`src/hdl/vtkq_pkg.sv`:
```
package vtkq_pkg;

  localparam int VTS_DEF         = 8;
  localparam int QUEUE_DEPTH_DEF = 256;
  localparam int MAX_READ_DEF    = 64;

  localparam int OP_W     = 2;
  localparam int TERM_W   = 4;
  localparam int KEY_W    = 8;
  localparam int LIMIT_W  = 7;
  localparam int STATUS_W = 3;

  localparam logic [OP_W-1:0] OP_PUSH     = 2'd0;
  localparam logic [OP_W-1:0] OP_READ     = 2'd1;
  localparam logic [OP_W-1:0] OP_ACTIVATE = 2'd2;

  localparam logic [STATUS_W-1:0] ST_OK        = 3'd0;
  localparam logic [STATUS_W-1:0] ST_ZERO      = 3'd1;
  localparam logic [STATUS_W-1:0] ST_FULL      = 3'd2;
  localparam logic [STATUS_W-1:0] ST_BADTERM   = 3'd3;
  localparam logic [STATUS_W-1:0] ST_EMPTY     = 3'd4;
  localparam logic [STATUS_W-1:0] ST_NOTACTIVE = 3'd5;

  localparam logic [KEY_W-1:0] KEY_NEWLINE = 8'h0A;

  // controller to datapath
  typedef struct packed {
    logic capture;   // latch the accepted item
    logic finish;    // single result: commit push/activate, load result
    logic rd_issue;  // first key store read of a read operation
    logic pop;       // emit one popped byte
  } vtkq_cmd_t;

  // datapath to controller
  typedef struct packed {
    logic start_read;
    logic stop;
    logic out_free;
  } vtkq_sts_t;

endpackage

```
`src/hdl/vtkq_ctrl.sv`:
```
module vtkq_ctrl (
  input  logic                clk,
  input  logic                rst_n,
  input  logic                in_valid,
  output logic                in_ready,
  input  vtkq_pkg::vtkq_sts_t sts,
  output vtkq_pkg::vtkq_cmd_t cmd
);
  import vtkq_pkg::*;

  typedef enum logic [2:0] {
    S_IDLE = 3'b001,
    S_EVAL = 3'b010,
    S_EMIT = 3'b100
  } state_t;

  state_t state_r, state_nxt;

  always_ff @(posedge clk) begin
    if (!rst_n) begin
      state_r <= S_IDLE;
    end else begin
      state_r <= state_nxt;
    end
  end

  always_comb begin
    state_nxt = state_r;
    cmd       = '0;
    in_ready  = 1'b0;
    case (state_r)
      S_IDLE: begin
        in_ready = 1'b1;
        if (in_valid) begin
          cmd.capture = 1'b1;
          state_nxt   = S_EVAL;
        end
      end
      S_EVAL: begin
        // a read can start its first fetch before the output slot frees
        if (sts.start_read) begin
          cmd.rd_issue = 1'b1;
          state_nxt    = S_EMIT;
        end else if (sts.out_free) begin
          cmd.finish = 1'b1;
          state_nxt  = S_IDLE;
        end
      end
      S_EMIT: begin
        if (sts.out_free) begin
          cmd.pop = 1'b1;
          if (sts.stop) begin
            state_nxt = S_IDLE;
          end
        end
      end
      default: begin
        state_nxt = S_IDLE;
      end
    endcase
  end

endmodule

```
`config.mk`:
```
export PLATFORM = sky130hd
export DESIGN_NAME = vtkq_ctrl
export DESIGN_NICKNAME = d
export VERILOG_FILES = /design/src/hdl/vtkq_pkg.sv /design/src/hdl/vtkq_ctrl.sv
export SDC_FILE = /design/constraint.sdc
export NUM_CORES = 1
export LEC_CHECK = 0
export CAP_MARGIN = 20
export CORE_AREA = 5 5 42 44
export DETAILED_ROUTE_END_ITERATION = 10
export DIE_AREA = 0 0 47 49
export DONT_BUFFER_PORTS = 1
export HOLD_SLACK_MARGIN = 0.05
export PLACE_DENSITY = 0.39
export SLEW_MARGIN = 15
export SYNTH_ARGS = -nofsm -noshare
export SYNTH_HDL_FRONTEND = slang
export SYNTH_SLANG_ARGS = --single-unit
```
`constraint.sdc`:
```
create_clock -name clk -period 1.3 [get_ports clk]
set_clock_uncertainty 0.05 [all_clocks]
set_input_delay 0.325 -clock clk [delete_from_list [all_inputs] [get_ports clk]]
set_output_delay 0.325 -clock clk [all_outputs]
set_load 0.05 [all_outputs]
```
* After elaboration in Yosys (flattened, before gate mapping)
Cells that the tools add are included.
Word-level totals: output and inout port bits 5, register bits after elaboration 3, input bits 6
Operators by class: multiplexer cells 14, eq/ne operators 7, reduce and logical (&&, ||, !) cells 1
Operators with widths (count):
- $mux 3 | 5
- $pmux 3 s3 | 1
- $mux 1 | 7
- $ne 2x2->1 const B | 3
- $reduce_and 4->1 | 1
- $eq 3x1->1 const B | 1
- $eq 3x2->1 const B | 1
- $eq 3x3->1 const B | 1
- $ne 3x3->1 const B | 1
- $mux 2 | 1

* Logic depth before layout (Yosys ltp)
word-level depth 3, depth in mapped cells 3, mapped depth without buffers 3

* Worst setup path after synthesis
OpenSTA, ideal clock, no wires.
path kind reg2out, start register state_r[2], end output port cmd[0] (netlist name), path buffers 0, slack -1.187 ns, arrival time 2.112 ns, stages on the path, launching flop included 3, data required time 0.925 ns, cell sequence dfxtp_1 > inv_2 > nor4b_1
RTL lines:
- start: declaration | RTL line vtkq_ctrl.sv:17 | state_t state_r, state_nxt;
- start signal: assignment | RTL line vtkq_ctrl.sv:23 | state_r <= state_nxt;
- end: declaration | RTL line vtkq_ctrl.sv:7 | output vtkq_pkg::vtkq_cmd_t cmd

==> summary.md <==
| Metric | Value |
|---|---|
| Leak | 0.186 nW |
| GRT Total Usage | under 10% |
| Cell Count, Final, Fillers Out | 52 |
| Dpl ws | a little over 0.008 ns |
| Initial core utilization | approximately 16% |
| Layout cells sized above 1 | ~69% |
| Max-slew violations | 0 |
| Crit share post-route | 117% |
| Largest register FFs | 3 |
| Grt total ovfl | 0 |
| Setup ws final | -0.217 ns |
| Final WL | just over 600 um |
| Mean post-synth cell area | approximately 9.3 um^2 |
| Setup TNS Final | -0.862 ns |
| Largest Register | state_r |
| Initial DRC Count | 4 |
| Critical Path RT | 0.93 ns |
| Synthesized cell area | about 220 um^2 |
| Residual DRC count | 0 |
| Area Overhead vs Synth | 103% |
| Hold crit path type | primary input to register |
| Pwr dens | approximately 1200 nW/um^2 |
| Pin count of the biggest net entering global routing | 7 |
| Slew margin rel. | between 70 and 80% |
| Hold slack | ~0.17 ns |
| Global-route wire length before repair | a little over 1000 um |
| Synth warn | 0 |
| Share of the yosys chip area belonging to registers | between 20% and 30% |
| Synthesized flop and latch total | 3 |
| Total power | approximately 0.54 mW |
| Hold Fails Final Rpt | 0 |
| Die X | ~47 um |
| NumNets Final | between 40 and 50 |
| Peak supply drop | 0.524 mV |
| 1st-pass router iterations | 4 |
| CTS tree | built |
| Die height | about 49 um |
| Finished Cell Area | approximately 450 um^2 |
| DR vias/cell | between 4 and 5 |
| Reg2reg start | state_r[0]$_SDFFE_PN1P_ |
| Initial antenna violation count | 0 |
| CP max FO | 4 |
| Die area | roughly 2300 um^2 |
| N_diodes | 0 |
| Cells after synthesis | 24 |
| # hold bufs at CTS | 0 |
| RSZ-0062 raised after global routing | true |
| Worst R2R End | state_r[0]$_SDFFE_PN1P_ |
| Hold Startpoint | rst_n |
| Max clock buf depth | 2 |
| Detail Route Antenna Nets | 0 |
| Post-synth cell types | 20 |
| Vias in the first global route | about 230 |
| Root buffer cell | clkbuf_4 |
| Dpl cell area | about 350 um^2 |
| Flop-to-flop setup slack | -0.01 ns |
| Crit Path Class | register to output pin |
| Num CTS Buffers | 3 |
| WL/cell | about 12 um |
| FMAX | about 660 MHz |
| # fillers | 160 |
| Clk_lat worst skew | approximately 0.23 ns |
| Placed insts | 44 |
| Port-buffer cells | 0 |
| Least-Margin Pin Slew | ~0.4 ns |
| GPL Wtd Cong | 0.707 |
| Crit path launch type | register |
| Std-Cell Rows | 14 |
| Io pins | 11 |
| Hold Path Depth | 1 |
| Yosys top cell area share | between 20 and 30% |
| Setup violations, final | 6 |
| Status | complete, but fails checks |
| Max-capacitance violation count | 0 |
| Clock-pin transition on the worst setup and hold timing paths | around 0.03 ns |
| Post-layout util | 32.4% |
| H-tree levels | 1 |
| Largest area contributor in the netlist | dfxtp_1 |
| Worst Path Arrival | 1.14 ns |
| Critical Path Sink Type | output pin |
| Top cells by area, synth | dfxtp_1 (27%), nand2b_4 (12%), nor3b_1 (6.7%), o2111a_1 (5.0%), and4b_1 (4.5%) |
| Core outline area | between 1000 and 1500 um^2 |
| Final HPWL DP | roughly 460 um |
| Syn Nets | 30 |
| R2R depth | 5 |
| Top Registers | state_r x3 |
| Min cycle time layout | ~1.5 ns |
| Clock Sinks | 3 |
| Worst hold endpoint | state_r[2]$_SDFFE_PN0P_ |
| Failing checks | negative setup slack |
| Vias after detailed routing | approximately 230 |
==> worst max-delay path, stage by stage (launching register included) <==
cell	delay [ns]
dfxtp_4	0.36
nand2b_4	0.17
nor3b_4	0.23
buf_12	0.16
==> cells in the mapped netlist (all sizes together) <==
master,instances
buf,1
a21oi,1
nor3b,2
nor2,1
o31ai,1
nand2b,2
nor4b,1
a2111oi,1
o211a,1
nor2b,1
inv,1
o21ai,1
and4b,1
a31oi,1
dfxtp,3
o2111a,1
or3,1
and2,1
and2b,1
or2b,1
==> layout make-up <==
cell class / count / area, um^2 / share of cell area [%]
timing repair buffer: 9 / 116 / 25.6
sequential: 3 / 71.3 / 15.7
inverter: 1 / 6.26 / 1.38
clock buffer: 4 / 26.3 / 5.79
tap: 16 / 20.0 / 4.41
multi-input combinational: 19 / 214 / 47.1
==> cell families after synthesis <==
kind of cell / Yosys count / share of synthesized area (%)
and+or+nand+nor: 12 / 44.1
AOI/OAI and AO/OA: 7 / 24.0
DFF: 3 / 26.8
buffers and inverters: 2 / 5.03
==> worst max path at each step <==
stage | startpoint | to | slack [ns] | cells past startpoint
after floorplan | state_r[1]$_SDFFE_PN0P_ | cmd[3] | -0.18 | 3
after global placement | state_r[0]$_SDFFE_PN1P_ | cmd[1] | 0.007 | 3
after detailed placement | state_r[0]$_SDFFE_PN1P_ | cmd[1] | 0.008 | 3
after CTS | state_r[0]$_SDFFE_PN1P_ | cmd[2] | -0.22 | 3
after global routing | state_r[0]$_SDFFE_PN1P_ | cmd[1] | -0.26 | 3
final | state_r[0]$_SDFFE_PN1P_ | cmd[2] | -0.22 | 3
==> per-layer routing <==
layer  GRT usage, %  up-vias  share of wire (%)
met5              0        -                  0
met2           10.6        7                 59
met1           6.17      108                 32
met3           1.11        2                6.5
li1               -      116                  -
met4           6.91        0                2.3
==> layout by cell type, fill, tap and decap left out <==
cell | Yosys | layout
buf_6 | 0 | 3
o21ai_0 | 1 | 1
dfxtp_4 | 0 | 3
buf_12 | 0 | 3
nor3b_2 | 0 | 1
nor2_4 | 0 | 1
nand2b_4 | 2 | 2
a21oi_1 | 1 | 1
clkbuf_1 | 0 | 1
and2_4 | 0 | 1
or2b_1 | 1 | 1
nor2b_1 | 1 | 1
a2111oi_0 | 1 | 1
buf_4 | 1 | 3
o211a_1 | 1 | 1
inv_4 | 0 | 1
clkbuf_4 | 0 | 3
a31oi_4 | 0 | 1
o2111a_1 | 1 | 1
o31ai_1 | 1 | 1
nor4b_4 | 0 | 1
and4b_1 | 1 | 1
and2b_1 | 1 | 1
or3_4 | 0 | 1
nor3b_4 | 0 | 1
==> timing repair <==
action,4_1_cts,5_1_grt
buffers inserted,3,1
pin swaps,5,4
endpoints found under the setup margin,5,7
gates resized for setup,5,4
==> power by group <==
part | leakage (nW) | internal, mW | total [mW] | switching, mW
registers | 0.0262 | 0.108 | 0.132 | 0.0247
clock network | 0.0150 | 0.115 | 0.161 | 0.0463
logic | 0.145 | 0.126 | 0.251 | 0.125
total | 0.186 | 0.349 | 0.545 | 0.196
Power figures use the tool's default switching activity.
